==> config.mk <==
export PLATFORM = sky130hd
export DESIGN_NAME = pc_cal_div
export DESIGN_NICKNAME = d
export VERILOG_FILES = /design/src/rtl/core/pc_cal_pkg.sv /design/src/rtl/core/pc_cal_div.sv
export SDC_FILE = /design/constraint.sdc
export NUM_CORES = 1
export LEC_CHECK = 0
export BUFFER_PORTS_ARGS = -buffer_cell sky130_fd_sc_hd__buf_4
export CORE_ASPECT_RATIO = 1.1
export CORE_MARGIN = 8
export CORE_UTILIZATION = 44
export CTS_BUF_LIST = sky130_fd_sc_hd__clkbuf_4
export DETAILED_ROUTE_END_ITERATION = 10
export PLACE_DENSITY = 0.67
export SYNTH_ARGS = -nofsm -noshare
export SYNTH_HDL_FRONTEND = slang
export SYNTH_SLANG_ARGS = --single-unit
==> constraint.sdc <==
create_clock -name clk -period 8.6 [get_ports clk]
set_input_delay 1.72 -clock clk [delete_from_list [all_inputs] [get_ports clk]]
set_output_delay 1.72 -clock clk [all_outputs]
set_load 0.005 [all_outputs]
==> src/rtl/core/pc_cal_pkg.sv <==
`timescale 1ns / 1ps

package pc_cal_pkg;

	localparam int DVD_W = 32;
	localparam int DVS_W = 17;
	localparam int DIV_CNT_W = $clog2(DVD_W);

	localparam logic signed [15:0] GAIN_UNITY = 16'sd10000;
	localparam logic [14:0] REF_RESET = 15'd4200;
	localparam logic [14:0] VAL_MAX = 15'h7fff;
	localparam logic [DVD_W-1:0] Q_POS_MAX = 32'd32767;
	localparam logic [DVD_W-1:0] Q_NEG_MAX = 32'd32768;
	localparam logic signed [15:0] SAMPLE_MIN = 16'sh8000;
	localparam logic signed [15:0] OFFSET_MAX = 16'sh7fff;
	localparam logic signed [15:0] GAIN_MIN = 16'sh8000;

	// x / 10000 as ((x >> 4) * SCALE_MUL) >> SCALE_SHIFT, exact for x below 2^31
	localparam int SCALE_SHIFT = 37;
	localparam logic [27:0] SCALE_MUL = 28'd219902326;

	typedef enum logic [1:0] {
		OP_MEASURE = 2'd0,
		OP_ZERO    = 2'd1,
		OP_HIGH    = 2'd2
	} op_t;

	typedef enum logic [1:0] {
		STAT_OK       = 2'd0,
		STAT_ZERO_DIV = 2'd1,
		STAT_SAT      = 2'd2
	} status_t;

	typedef enum logic [2:0] {
		S_IDLE,
		S_READ,
		S_SUM,
		S_MUL,
		S_SCALE,
		S_DIV_GO,
		S_DIV_WAIT,
		S_FIN
	} state_t;

endpackage

==> src/rtl/core/pc_cal_div.sv <==
`timescale 1ns / 1ps

module pc_cal_div
	import pc_cal_pkg::*;
(
	input  logic             clk,
	input  logic             arst_n,
	input  logic             start,
	input  logic [DVD_W-1:0] dividend,
	input  logic [DVS_W-1:0] divisor,
	output logic             done,
	output logic [DVD_W-1:0] quotient
);

	logic [DVD_W-1:0]     quo_q;
	logic [DVS_W-1:0]     rem_q;
	logic [DVS_W-1:0]     dvs_q;
	logic [DIV_CNT_W-1:0] cnt_q;
	logic                 busy_q;
	logic                 done_q;
	logic [DVS_W:0]       shifted;
	logic [DVS_W:0]       diff;
	logic                 ge;

	// one quotient bit per cycle, restoring
	assign shifted = {rem_q, quo_q[DVD_W-1]};
	assign ge      = shifted >= {1'b0, dvs_q};
	assign diff    = shifted - {1'b0, dvs_q};

	always_ff @(posedge clk or negedge arst_n) begin
		if (!arst_n) begin
			busy_q <= 1'b0;
			done_q <= 1'b0;
			cnt_q  <= '0;
		end else begin
			done_q <= 1'b0;
			if (start) begin
				busy_q <= 1'b1;
				cnt_q  <= DIV_CNT_W'(DVD_W - 1);
			end else if (busy_q) begin
				cnt_q <= cnt_q - 1'b1;
				if (cnt_q == '0) begin
					busy_q <= 1'b0;
					done_q <= 1'b1;
				end
			end
		end
	end

	always_ff @(posedge clk) begin
		if (start) begin
			quo_q <= dividend;
			rem_q <= '0;
			dvs_q <= divisor;
		end else if (busy_q) begin
			quo_q <= {quo_q[DVD_W-2:0], ge};
			rem_q <= ge ? diff[DVS_W-1:0] : shifted[DVS_W-1:0];
		end
	end

	assign done     = done_q;
	assign quotient = quo_q;

endmodule

# --- Word level (Yosys, flattened, before mapping) ---
# Index checks and enable logic that the tools add are counted.
# W data, S select, Z words.
op_classes:
  multipliers: 0
  add_sub_neg: 2
  n_eq_ne: 0
  muxes: 11
  n_div: 0
  bitwise: 0
  n_shift: 0
  n_reduce_logical: 2
  magnitude_cmp: 1
op_table:
  columns: ["op", "n"]
  rows:
  - ["$mux W32", 2]
  - ["$ge A18 B17 Y1", 1]
  - ["$mux W17", 1]
  - ["$sub A17 B17 Y17", 1]
  - ["$mux W5", 2]
  - ["$mux W1", 6]
  - ["$logic_not A5 Y1", 1]
  - ["$sub A5 B1 Y5 const B", 1]
  - ["$reduce_bool A2 Y1", 1]
word_totals:
  romBits: 0
  mem_bits_rw: 0
  wordCells: 22
  latch_bits: 0
  mem_count: 0
  in_bits: 52
  output_inout_bits: 33
  register_bits: 73

# --- Logic depth before layout (Yosys ltp) ---
depth:
  ltp_word: 4
  ltp_mapped: 12
  depth_no_buf: 11

# --- Least setup slack after synthesis ---
# No wires, ideal clock.
synth_path:
  path_kind: "input-to-reg"
  start: "input start"
  end: "register quo_q[0] (netlist: quotient[0]), enable pin"
  setup_slack_ns: 5.466
  arrival_time_ns: 2.759
  path_buffers: 2
  path_stages: 3
  t_required_ns: 8.225
  cell_sequence: "clkbuf_1 clkbuf_1 or2_2"
synth_via:
  elab_chain_len: 1
synth_lines:
  columns: ["element", "line", "text"]
  rows:
  - ["from (decl)", "pc_cal_div.sv:8", "input logic start,"]
  - ["$reduce_bool A2 Y1 (no line)", null, null]
  - ["to (signal assigned)", "pc_cal_div.sv:52", "quo_q <= dividend;"]
  - ["to (signal assigned)", "pc_cal_div.sv:56", "quo_q <= {quo_q[DVD_W-2:0], ge};"]
  - ["to (decl)", "pc_cal_div.sv:15", "logic [DVD_W-1:0] quo_q;"]
# Every way passes these cells.
# A chain may end at the register's enable or synchronous reset.

# --- Worst setup path in the final report ---
layout_path:
  start: "register quo_q[31] (netlist: quotient[31])"
  end: "register rem_q[0]"
layout_via:
  elab_chain_len: 2
  word_cells_on_any_way: 3
  cone_classes: "1 x add/sub; 1 x order compare; 1 x mux"
layout_lines:
  columns: ["element", "line", "text"]
  rows:
  - ["$sub A17 B17 Y17 or $ge A18 B17 Y1 (tied branches)", "pc_cal_div.sv:28, pc_cal_div.sv:27", null]
  - ["$mux W17 (*)", "pc_cal_div.sv:57", "rem_q <= ge ? diff[DVS_W-1:0] : shifted[DVS_W-1:0];"]
  - ["to (signal assigned)", "pc_cal_div.sv:57", null]
  - ["to (decl)", "pc_cal_div.sv:16", "logic [DVS_W-1:0] rem_q;"]
# Every way passes the cells marked *; elsewhere a longest branch is shown, timed or not.

==> flow_summary.json <==
{
  "yosysTopAreaCellShare_pct": 37.6,
  "synth_top_area_cell": "edfxtp_1",
  "fin_crit_ps": 3160,
  "worstPathCellList": "inv_1 > ha_1 > inv_1 > fa_1 > a211oi_2 > o211ai_2 > a221oi_2 > or4_4 > and2_1 > nand2_1 > a311oi_1",
  "drtIter0Drc": 199,
  "tritoncts": "yes",
  "cts_buffers": 9,
  "worstPathRequired_ps": 8920,
  "h-tree-depth": 3,
  "gp_congestion": 0.822,
  "antenna_left": 0,
  "grt_first_pass_wirelength_mm": 14.5,
  "dieArea_sq_um": 12200,
  "yosys_warnings": 0,
  "cts_root_buffer": "clkbuf_4",
  "ir_drop_v": 0.000113,
  "cts_setup_buffers": 0,
  "whs_path_depth": 2,
  "cp.depth": 11,
  "timing.final.ws_setup_ps": 5440,
  "hold_end": "rem_q[9]$_SDFFE_PP0P_",
  "grt_usage_pct": 14.6,
  "netlist_area_sq_um": 3920,
  "dpl.hpwl_mm": 5.97,
  "clockBufferDepth": 2,
  "synth_fp_nets": 409,
  "syn_avg_cell_area_sq_um": 11.6,
  "numPortBuffers": 84,
  "cp_slowest_stage_delay_ps": 490,
  "crit_buf_inv": 2,
  "rrSetupSlack_ps": 5440,
  "routed-via-count": 2802,
  "syn2layout_area_growth_pct": 21.5,
  "worstHoldStart": "rem_q[9]$_SDFFE_PP0P_",
  "ys_ff_latch": 73,
  "arrival_ps": 3480,
  "relSlewSlack_pct": 42.5,
  "initial_core_util_pct": 44.8,
  "status": "complete, no violations",
  "yosys-top-cells-area": "edfxtp_1, mux2_2, dfxtp_1",
  "seq_area_sq_um": 1990,
  "fill_cells": 819,
  "whs_ps": 506,
  "ys_seq_area_share_pct": 50.8,
  "ys.flop_type": "edfxtp_1",
  "tightest_slew_ps": 862,
  "fin_tns_setup_ps": 0,
  "finalWirelength_mm": 8.52,
  "r2r-start": "quotient[31]$_DFFE_PP_",
  "reg2reg_depth": 11,
  "grt_pass1_vias": 2994,
  "period_share_pct": 36.7,
  "slowest_stage": "a221oi_2",
  "finalClockSkew_ps": 17.0,
  "nets": 490,
  "ys_async_sr_fraction_pct": 9.59,
  "crit_type": "flip-flop to flip-flop",
  "wl_per_cell_microns": 15.9,
  "cts.clk_slew.worst_paths_ps": 130,
  "multi_input_area_sq_um": 1750,
  "num_rows": 36,
  "cp_max_fo": 9,
  "detail_route.vias_per_cell": 5.22,
  "crit_path_end_kind": "flip-flop",
  "finalSetupViolations": 0,
  "synthTopCellsByCount": "edfxtp_1, mux2_2, inv_1",
  "grt_overflow_total": 0,
  "n_antenna_cell": 0,
  "power_density_nw_per_um2": 244,
  "fp.dieH_microns": 115,
  "finalMaxSlewViolations": 0,
  "io_pins": 85,
  "placed_cell_area_sq_um": 4610,
  "cts_resized": 0,
  "synth_cells": 337,
  "drt-pass1-iter-count": 4,
  "dp_slack_ps": 5010,
  "crit_top_cell": "inv_1",
  "grt_start_max_net_pins": 77,
  "design_area_sq_um": 4760,
  "clock_latency_ps": 430,
  "die_w_microns": 106,
  "finish.utilization_pct": 54.4,
  "maxCapViolations": 0,
  "drive_gt1_share_pct": 34.0,
  "leakage_nw": 1.98,
  "start_kind": "flip-flop",
  "max_freq_ghz": 0.317,
  "core-area_sq_um": 8740,
  "reg2reg_to": "rem_q[0]$_SDFFE_PP0P_",
  "path_delay_family": "compound AO/OA/AOI/OAI gates",
  "rsz0062_at_grt": "no",
  "synthDistinctLibCells": 54,
  "cts_hold_repair.buffers": 0,
  "synth.most_common_cell": "edfxtp_1",
  "synth_edf_count": 49,
  "hold_path.class": "flip-flop to flip-flop",
  "cts_num_sinks": 73,
  "finalHoldViolations": 0,
  "antenna_found_initial": 0,
  "drc": 0
}
## cell usage in the layout (no fill, tap or decap), types with 3 or more instances in the layout
master,instances
xor2_1,6
dfrtp_1,7
nor3b_1,3
nand2_1,13
xnor2_1,9
mux2i_1,10
ha_1,19
nand2b_1,12
clkinv_4,4
nand3_1,6
dfxtp_1,17
inv_1,24
a211oi_1,9
o21ai_0,14
clkbuf_4,9
a21oi_1,15
nand4_1,3
mux2_2,32
a21o_1,7
buf_4,85
a311oi_1,4
o211ai_1,4
nor2_1,21
nor3_1,3
edfxtp_1,49
## per-layer routing
| layer | up-vias | GRT usage, % | share of wire (%) |
|---|---|---|---|
| met5 | - | 0 | 0 |
| met4 | 0 | 4.98 | 1.0 |
| met1 | 1335 | 17.8 | 44 |
| li1 | 1401 | - | - |
| met2 | 60 | 23.7 | 49 |
| met3 | 6 | 4.76 | 5.6 |
## how the worst max path moves through the flow
stage / start / end
floorplan: start / quotient[0]$_DFFE_PP_
CTS: quotient[31]$_DFFE_PP_ / rem_q[0]$_SDFFE_PP0P_
finish: quotient[31]$_DFFE_PP_ / rem_q[0]$_SDFFE_PP0P_
detailed placement: start / quotient[17]$_DFFE_PP_
global placement: start / quotient[16]$_DFFE_PP_
global route: quotient[31]$_DFFE_PP_ / rem_q[16]$_SDFFE_PP0P_
## worst reg2reg max path, cell delays in order (launching register included)
cell and delay [ps]:
edfxtp_1 440, inv_1 80, ha_1 150, inv_1 50, fa_1 440, a211oi_2 310, o211ai_2 110, a221oi_2 490
or4_4 240, and2_1 380, nand2_1 110, a311oi_1 280
## kinds of logic after synthesis
logic type	Yosys count	share of synthesized area (%)
and+or+nand+nor	79	11.0
DFF	73	50.8
AOI/OAI and AO/OA	69	12.0
muxes	42	11.8
buffers and inverters	39	4.51
adders and majority gates	20	6.58
xor gates and xnor gates	15	3.36
## area by class of cell
| class | instances | area share, % |
|---|---|---|
| inverter | 24 | 1.89 |
| tap | 114 | 3.00 |
| multi-input combinational | 225 | 36.8 |
| sequential | 73 | 41.8 |
| clock inverter | 7 | 1.66 |
| clock buffer | 9 | 1.42 |
| timing repair buffer | 85 | 13.4 |
## report_power, final
group / internal (W) / switching (W) / total (W)
combinational: 0.000217 / 0.000241 / 0.000458
sequential: 0.000437 / 0.0000384 / 0.000475
clock: 0.0000911 / 0.000136 / 0.000227
total: 0.000745 / 0.000415 / 0.00116
## flip-flops by register name (all words and copies together) (netlist names)
name      count
cnt_q         5
rem_q        17
quotient     32
dvs_q        17
busy_q        1
done          1
## stage by stage
stage                     instances  total power (W)
after floorplan                 337         0.000834
after global placement          521         0.000930
after detailed placement        521         0.000937
after CTS                       537          0.00117
after global routing            537          0.00125
final                           537          0.00116
Note: power is estimated with default switching activity, not from simulation.
