--- config.mk ---
export PLATFORM = sky130hd
export DESIGN_NAME = pc_cal_ram
export DESIGN_NICKNAME = d
export VERILOG_FILES = /design/src/rtl/core/pc_cal_ram.sv
export SDC_FILE = /design/constraint.sdc
export NUM_CORES = 1
export LEC_CHECK = 0
export ABC_AREA = 1
export BUFFER_PORTS_ARGS = -buffer_cell sky130_fd_sc_hd__buf_2
export CORE_MARGIN = 2
export CORE_UTILIZATION = 53
export DETAILED_ROUTE_END_ITERATION = 8
export PLACE_DENSITY = 0.76
export SLEW_MARGIN = 20
export SYNTH_ARGS = -nofsm -noshare
export SYNTH_HDL_FRONTEND = slang
export SYNTH_SLANG_ARGS = --single-unit
--- constraint.sdc ---
create_clock -name clk -period 2.27 [get_ports clk]
set_clock_uncertainty 0.05 [all_clocks]
set_input_delay 0.681 -clock clk [delete_from_list [all_inputs] [get_ports clk]]
set_output_delay 0.681 -clock clk [all_outputs]
set_load 0.02 [all_outputs]
--- src/rtl/core/pc_cal_ram.sv ---
`timescale 1ns / 1ps

module pc_cal_ram #(
	parameter int WIDTH = 16,
	parameter int DEPTH = 6
) (
	input  logic                                  clk,
	input  logic                                  we,
	input  logic [(DEPTH > 1 ? $clog2(DEPTH) : 1)-1:0] waddr,
	input  logic [WIDTH-1:0]                      wdata,
	input  logic [(DEPTH > 1 ? $clog2(DEPTH) : 1)-1:0] raddr,
	output logic [WIDTH-1:0]                      rdata
);

	logic [WIDTH-1:0] mem_q [DEPTH];

	always_ff @(posedge clk) begin
		if (we) begin
			mem_q[waddr] <= wdata;
		end
		rdata <= mem_q[raddr];
	end

endmodule

# == After elaboration in Yosys (flattened, before gate mapping) ==
# Memory sizes are Yosys's and may differ from the RTL's. A register that Yosys moved wholly into a read port is not among the register bits.
# Index checks and enable logic that the tools add are counted.
# totals
mem_bits_ro,0
output_inout_bits,16
latchBits,0
regBits,0
wordCells,3
n_memories,1
ramBits,96
# classes
n_lt_le_gt_ge,0
n_bitwise,0
div,0
reduce_logical,0
n_shift,0
muxes,2
addsub,0
multipliers,0
eq_ne,0
# memory_table
name,depth,width,read_ports,rd_clocked_by_memory_dff,wr,line,source
mem_q,6,16,1,1,1,15,logic [WIDTH-1:0] mem_q [DEPTH];
# op_table
cell,n
2-to-1 mux 1 bit,2

# == Longest topological paths before layout ==
# Gate-level depths: netlist of the first run.
# logic_depth
word_depth,2
ltp_mapped,7

# == Worst setup path before layout of the first run ==
# Ideal clock, no wire load.
# synth_timing
path_kind,input-to-reg
start,in waddr[2] (netlist name)
end,"mem mem_q[2][0], enable pin"
required_ns,1.832
n_path_buf,0
setup_time_ns,0.388
arrival_ns,1.503
slack_ns,0.329
cell_stages,3
path_cell_list,inv_1 nand2_1 nor2_1
# synth_rtl
item,line,source
from (decl),9,"input logic [(DEPTH > 1 ? $clog2(DEPTH) : 1)-1:0] waddr,"
to (decl),15,
# No word-level cell before the write port.

# == Final worst setup path of the first run ==
# layout_timing
start,reg rdata[6] (read register of mem_q)
end,out rdata[6]
# layout_rtl
item,line,source
from (decl),12,output logic [WIDTH-1:0] rdata
# No word-level cell between the ends.

==> results of run 1 <==
registers in the layout (all words and copies together), names as in the netlist:
signal / cells
mem_q: 96
rdata: 16
cell usage after synthesis (all sizes together):
cell type,count,area share
clkbuf,4,0.0037
inv,6,0.0055
nand3,48,0.059
buf,12,0.019
nor2,38,0.035
dfxtp,16,0.078
edfxtp,96,0.70
o21ai,16,0.020
nand2,85,0.078
cells by family after synthesis:
kind of cell | after synthesis
AOI/OAI and AO/OA | 16
DFF | 112
and+or+nand+nor | 171
buffers and inverters | 22
metrics by stage:
step	hold WS, ns	area [um2]	cells	util	power [mW]
after floorplan	0.3757	4099	321	-	2.544
after global placement	0.3846	4413	457	0.5801	2.637
after detailed placement	0.3856	4413	457	0.5801	2.647
after CTS	0.4017	4648	472	0.6110	3.966
after global routing	0.4421	4648	472	0.6110	4.067
final	0.4016	4648	472	0.6110	3.944
routing by layer:
metal / vias to the layer above / wire (um)
li1: 1194 / -
met3: 17 / 325
met2: 67 / 3352
met1: 1161 / 3178
met4: 0 / 169
met5: - / 0
tightest hold or removal path, cell delays in order, from the launching register on:
cell and delay, ns:
edfxtp_1 0.33, o21ai_1 0.05, nand2_1 0.05
path summary, 6_finish.rpt:
kind / startpoint / to / slack, ns / cells after the start
worst min register to register: mem_q[5][4]$_DFFE_PP_ / rdata[4]$_DFF_P_ / 0.40 / 2
worst max-delay path: rdata[6]$_DFF_P_ / rdata[6] / 0.67 / 1
worst max register to register: mem_q[4][8]$_DFFE_PP_ / rdata[8]$_DFF_P_ / 1.38 / 4
worst min-delay path: mem_q[5][4]$_DFFE_PP_ / rdata[4]$_DFF_P_ / 0.40 / 2
area by class of cell:
class	instances	area [um2]
flip-flops and latches	112	3203
fillers	571	2959
multi-input cells	187	782.0
repair buffers	50	277.8
clock buffers	12	145.1
well taps	102	127.6
clock inverters	3	90.09
inverters	6	22.52
power by group:
| part | switching [mW] | internal [mW] | total [mW] | leakage (nW) |
|---|---|---|---|---|
| clock | 0.587 | 0.759 | 1.35 | 0.117 |
| sequential | 0.0189 | 2.32 | 2.33 | 1.01 |
| combinational | 0.181 | 0.0840 | 0.265 | 0.643 |
| total | 0.787 | 3.16 | 3.94 | 1.77 |
==> flow_summary.json, run 1 <==
{
  "synthAdderAreaFrac": 0,
  "first_pass_iters": 4,
  "cp.buffers_inverters": 1,
  "dieArea_um2": 8453,
  "critical_path_class": "reg2out",
  "cts_sinks": 112,
  "syn_area_um2": 4099,
  "grt_pass1_vias": 2267,
  "muxShareOfSynthArea": 0,
  "layout_common_cells": "edfxtp_1 (96), nand2_1 (85), nand3_1 (48), buf_2 (39), nor2_1 (38)",
  "timing.final.hold_violations": 0,
  "cp_slowest_cell": "dfxtp_1",
  "htree_levels": 3,
  "gp_congestion": 0.7504,
  "track_usage": 0.1747,
  "via_per_inst": 5.167,
  "grt.busiest_layer": "met2",
  "top_level_ports": 40,
  "worst_pin_slew_ns": 0.7542,
  "max_stage_delay_ns": 0.35,
  "timing.setup.tns_ns": 0,
  "period_minus_slack_ns": 1.598,
  "cp_top_family": "flip-flops",
  "synth_top_family_by_area": "simple AND/OR/NAND/NOR gates",
  "synthSimpleGateAreaFrac": 0.1712,
  "cap_violations": 0,
  "port_buffers": 39,
  "cp_data_arrival_time_ns": 0.87,
  "synth_nets": 345,
  "die_x_um": 91.94,
  "period_share": 0.7042,
  "antenna_left": 0,
  "cp_max_fo": 1,
  "die_h_um": 91.94,
  "clkLatencyLatePin_ns": 0.35,
  "grt.met3_usage": 0.03862,
  "synth_compound_area_frac": 0.01954,
  "root_buffer": "clkbuf_8",
  "syn_area_per_cell_um2": 12.77,
  "grt_use_met1": 0.2267,
  "setup_viol": 0,
  "rows": 32,
  "routedWlPerCell_um": 14.88,
  "worstHoldPathType": "reg2reg",
  "layout_commonest_cell": "edfxtp_1",
  "final_max_slew_viol_count": 0,
  "grt_max_degree": 49,
  "route.detailed.drc": 0,
  "antenna_found_initial": 0,
  "vdd_drop_max_v": 0.0004378,
  "cp_cell_sequence": "buf_2",
  "cts_setup_buffers": 0,
  "grt_use_met2": 0.2831,
  "drive_above_1_share": 0.1730,
  "syn_inst": 321,
  "synth_seq_area_share": 0.7814,
  "synth_seq_cells": 112,
  "pre_cts_ws_ns": 0.4083,
  "nets": 390,
  "cts_resized": 0,
  "synth.distinct_cells": 13,
  "initial_core_util": 0.5388,
  "grt_overflow": 0,
  "powerDensity_nw_per_um2": 848.6,
  "slew_headroom": 0.4965,
  "status": "finished, final reports clean",
  "path_clk_slew_ns": 0.09,
  "p_leak_nw": 1.767,
  "ys.warnings.count": 0,
  "setup_slack_ns": 0.6715,
  "wirelength_um": 7025,
  "cts_buffer_depth": 2,
  "critPathRequiredTime_ns": 1.54,
  "rsz0062_at_grt": "no",
  "yosys.area_share.xor_xnor": 0,
  "cts_tree": "done",
  "start_kind": "register",
  "ctsHoldBuffers": 0,
  "cts_buffers": 9,
  "drt_iter0_drc": 157,
  "area_growth_pct": 13.40,
  "endpoint_kind": "primary output",
  "coreArea_um2": 7607,
  "grt_first_pass_wirelength_um": 10940,
  "timing.fmax_mhz": 625.6,
  "dr_total_vias": 2439,
  "n_antenna_cell": 0,
  "dp_hpwl_um": 3812
}
No activity file was read; power rests on OpenSTA's default activity.
==> run 2, diff against run 1 <==
- clock period: 2.27 -> 1.57 ns (I/O delays scaled with it)
==> run 2 against run 1 <==
  * Non-clock buffer count increased by 4
  * First-iteration DRC count increased by 57%
  * Via count increased by 1.4%
  * Critical path type unchanged
  * Clock-buffer cell count decreased by 3
  * Register-to-register slack got worse by 0.72 ns
  * Clock power increased by 19%
  * Final area increased by 1.3%
  * Routed wire length increased by 7.3%
  * Utilization increased by 0.79 points
==> flow_summary.json, run 2 (synthesis gave the netlist of run 1 again) <==
{
  "status": "finished, final reports clean",
  "reg2reg_to": "rdata[5]$_DFF_P_",
  "swShare": 0.2399,
  "period_minus_slack_ns": 1.364,
  "rsz0062_at_grt": "no",
  "critPathRequiredTime_ns": 1.05,
  "antenna_left": 0,
  "layout_common_cells": "edfxtp_1 (96), nand2_1 (85), nand3_1 (48), buf_2 (39), nor2_1 (37)",
  "path_clk_slew_ns": 0.11,
  "cts_sinks": 112,
  "cts_buffer_depth": 2,
  "vdd_drop_max_v": 0.0007685,
  "coreArea_um2": 7607,
  "hold_start": "wdata[4]",
  "grt_first_pass_wirelength_um": 12110,
  "start_kind": "register",
  "die_h_um": 91.94,
  "switchingPower_mw": 1.297,
  "seqPwrFrac": 0.624,
  "area_growth_pct": 14.87,
  "dr_total_vias": 2473,
  "cts_resized": 0,
  "largest_reg_flops": 96,
  "p_int_mw": 4.108,
  "first_pass_iters": 4,
  "route.detailed.drc": 0,
  "min_path_cells": 1,
  "root_buffer": "clkbuf_8",
  "p_leak_nw": 1.784,
  "cap_violations": 0,
  "r2r-start": "mem_q[4][5]$_DFFE_PP_",
  "n_antenna_cell": 0,
  "rows": 32,
  "ctsHoldBuffers": 0,
  "startpoint": "rdata[6]$_DFF_P_",
  "largest_register": "mem_q",
  "track_usage": 0.1927,
  "clkLatencyLatePin_ns": 0.36,
  "wirelength_um": 7537,
  "top_level_ports": 40,
  "p_comb_frac": 0.077,
  "cp_slowest_cell": "dfxtp_1",
  "max_stage_delay_ns": 0.33,
  "drive_above_1_share": 0.1920,
  "reg2reg_depth": 4,
  "cts_setup_buffers": 0,
  "cp_data_arrival_time_ns": 0.84,
  "endpoint_kind": "primary output",
  "grt_pass1_vias": 2316,
  "p_clk_frac": 0.299,
  "initial_core_util": 0.5388,
  "setup_viol": 0,
  "powerDensity_nw_per_um2": 1148,
  "grt_max_degree": 49,
  "drt_iter0_drc": 247,
  "cp_top_family": "flip-flops",
  "gp_congestion": 0.8183,
  "htree_levels": 3,
  "cp_max_fo": 1,
  "timing.final.hold_violations": 0,
  "power.total_mw": 5.405,
  "cp_cell_sequence": "buf_2",
  "cp.buffers_inverters": 1,
  "final_max_slew_viol_count": 0,
  "critical_path_class": "reg2out",
  "timing.fmax_mhz": 733.1,
  "cts_tree": "done",
  "worstHoldPathType": "in2reg",
  "stdcell_area_um2": 4708,
  "port_buffers": 39,
  "worst_pin_slew_ns": 0.2769,
  "worstHoldEndpoint": "mem_q[0][4]$_DFFE_PP_",
  "routedWlPerCell_um": 15.80,
  "grt_overflow": 0,
  "dieArea_um2": 8453,
  "reg_top3": "mem_q (96), rdata (16)",
  "nets": 394,
  "layout_commonest_cell": "edfxtp_1",
  "antenna_found_initial": 0,
  "slew_headroom": 0.8135,
  "ff2ff_setup_slack_ns": 0.66,
  "die_x_um": 91.94,
  "dp_hpwl_um": 5023,
  "place_area_um2": 4508,
  "period_share": 0.8688,
  "via_per_inst": 5.184,
  "cts_buffers": 9
}
-- run 2: cell count changes in the layout (fill, tap and decap cells not counted), moves of 2 or more --
cell,change
buf_12,+5
bufinv_16,-3
clkbuf_1,-2
clkinv_8,+2
clkinvlp_4,+2
-- run 2: worst max-delay path by stage --
stage / slack, ns / endpoint / cells past startpoint
floorplan: -0.16 / mem_q[2][0]$_DFFE_PP_ / 3
global placement: 0.14 / mem_q[3][14]$_DFFE_PP_ / 5
detailed placement: 0.13 / mem_q[4][12]$_DFFE_PP_ / 5
CTS: 0.19 / rdata[5] / 1
global route: 0.14 / rdata[6] / 1
finish: 0.21 / rdata[6] / 1
-- run 2: per-layer routing --
layer  wire length, um  track usage  vias up
li1                  -            -     1207
met1              3036       0.2429     1179
met2              4019       0.3388       79
met3               391      0.04273        8
met4                89      0.05224        0
met5                 0            0        -
-- run 2: power by group through the flow --
stage / sequential (mW) / clock, mW / combinational, mW
after CTS: 3.38 / 1.65 / 0.421
final: 3.37 / 1.61 / 0.417
after global placement: 3.44 / 0 / 0.413
after global routing: 3.39 / 1.77 / 0.463
after detailed placement: 3.44 / 0 / 0.420
after floorplan: 3.49 / 0 / 0.186
-- run 2: area by class of cell --
cell class / instances / area [um2]
Timing Repair Buffer: 54 / 370.4
Inverter: 6 / 22.52
Tap cell: 102 / 127.6
Clock inverter: 7 / 76.32
Sequential cell: 112 / 3203
Multi-Input combinational cell: 187 / 784.5
Clock buffer: 9 / 123.9
Fill cell: 586 / 2899
-- run 2: metrics by stage --
| step | TNS (ns) | util | setup slack (ns) | std cells | hold WS [ns] |
|---|---|---|---|---|---|
| after floorplan | -12.45 | - | -0.1611 | 321 | 0.3757 |
| after global placement | 0 | 0.5926 | 0.1438 | 461 | 0.3942 |
| after detailed placement | 0 | 0.5926 | 0.1294 | 461 | 0.4011 |
| after CTS | 0 | 0.6189 | 0.1890 | 477 | 0.2963 |
| after global routing | 0 | 0.6189 | 0.1400 | 477 | 0.2925 |
| final | 0 | 0.6189 | 0.2060 | 477 | 0.3108 |
==> run 3, diff against run 2 <==
- REMOVE_ABC_BUFFERS: not set -> 1
==> run 3 against run 2 <==
  * Setup slack lost 0.017 ns
  * Die area unchanged
  * Combinational power rose by 2%
==> flow_summary.json, run 3 (synthesis gave the netlist of run 1 again) <==
{
  "antenna_left": 0,
  "initial_core_util": 0.5388,
  "setup_slack_ns": 0.1889,
  "largest_reg_flops": 96,
  "cp_slowest_cell": "dfxtp_1",
  "nets": 394,
  "drt_iter0_drc": 330,
  "grt.busiest_layer": "met1",
  "gp_congestion": 0.7808,
  "slew_headroom": 0.8253,
  "timing.setup.tns_ns": 0,
  "clkLatencyLatePin_ns": 0.36,
  "worst_pin_slew_ns": 0.2593,
  "cts_sinks": 112,
  "critPathRequiredTime_ns": 1.05,
  "largest_register": "mem_q",
  "via_per_inst": 5.329,
  "track_usage": 0.2004,
  "cts_buffers": 9,
  "period_share": 0.8797,
  "dr_total_vias": 2542,
  "cts_resized": 0,
  "grt_use_met1": 0.3145,
  "dieArea_um2": 8453,
  "cts_tree": "done",
  "worstHoldPathType": "in2reg",
  "timing.hold.ws_ns": 0.3183,
  "final_max_slew_viol_count": 0,
  "p_leak_nw": 1.782,
  "cp_top_family": "flip-flops",
  "routedWlPerCell_um": 16.45,
  "port_buffers": 39,
  "grt_overflow": 0,
  "powerDensity_nw_per_um2": 1154,
  "endpoint_kind": "primary output",
  "dp.cells": 461,
  "rows": 32,
  "start_kind": "register",
  "path_clk_slew_ns": 0.10,
  "stdcell_count": 477,
  "setup_viol": 0,
  "coreArea_um2": 7607,
  "die_x_um": 91.94,
  "route.detailed.drc": 0,
  "layout_common_cells": "edfxtp_1 (96), nand2_1 (85), nand3_1 (48), buf_2 (39), nor2_1 (38)",
  "status": "finished, final reports clean",
  "vdd_drop_max_v": 0.0008361,
  "layout_commonest_cell": "edfxtp_1",
  "rsz0062_at_grt": "no",
  "reg_top3": "mem_q (96), rdata (16)",
  "cp_cell_sequence": "buf_2",
  "cap_violations": 0,
  "period_minus_slack_ns": 1.381,
  "grt_use_met2": 0.2794,
  "cp.buffers_inverters": 1,
  "max_stage_delay_ns": 0.34,
  "startpoint": "rdata[5]$_DFF_P_",
  "area_growth_pct": 14.50,
  "htree_levels": 3,
  "timing.fmax_mhz": 724.1,
  "grt_first_pass_wirelength_um": 12570,
  "ctsHoldBuffers": 0,
  "pre_cts_ws_ns": 0.1226,
  "drive_above_1_share": 0.1867,
  "first_pass_iters": 5,
  "grt_pass1_vias": 2366,
  "n_antenna_cell": 0,
  "grt.met3_usage": 0.04355,
  "cp_max_fo": 1,
  "top_level_ports": 40,
  "wirelength_um": 7848,
  "antenna_found_initial": 0,
  "dp_hpwl_um": 5163,
  "r2r-start": "mem_q[3][13]$_DFFE_PP_",
  "critical_path_class": "reg2out",
  "grt_max_degree": 38,
  "hold_start": "wdata[7]",
  "timing.final.hold_violations": 0,
  "cts_setup_buffers": 0,
  "cts_buffer_depth": 2,
  "cp_data_arrival_time_ns": 0.86,
  "die_h_um": 91.94,
  "root_buffer": "clkbuf_8",
  "power.total_mw": 5.415,
  "nFillCells": 591
}
## run 3: cell type report
cell class	instances	area (um2)	share of cell area
sequential	112	3203	0.6825
multi-input combinational	187	782.0	0.1666
timing repair buffer	54	370.4	0.07891
clock buffer	10	127.6	0.02719
tap	102	127.6	0.02719
clock inverter	6	60.06	0.01280
inverter	6	22.52	0.004799
## run 3: where the power goes
group	leakage, nW	internal [mW]	switching (mW)
sequential	1.01	3.35	0.0285
combinational	0.683	0.140	0.285
clock	0.0920	0.730	0.884
total	1.78	4.22	1.20
## run 3: worst paths after layout
| path | endpoint | slack, ns | cells after the start |
|---|---|---|---|
| setup / recovery | rdata[5] | 0.19 | 1 |
| hold / removal | mem_q[3][7]$_DFFE_PP_ | 0.32 | 1 |
| setup reg to reg | rdata[13]$_DFF_P_ | 0.68 | 4 |
| hold reg to reg | rdata[0]$_DFF_P_ | 0.41 | 2 |
## run 3: metal layers
metal | vias up | wire, um
li1 | 1207 | -
met1 | 1219 | 3706
met2 | 104 | 3459
met3 | 12 | 564
met4 | 0 | 117
met5 | - | 0
## run 3: stage by stage
stage | utilization | area (um2)
global route | 0.6169 | 4693
finish | 0.6169 | 4693
global placement | 0.5923 | 4506
CTS | 0.6169 | 4693
floorplan | - | 4008
detailed placement | 0.5923 | 4506
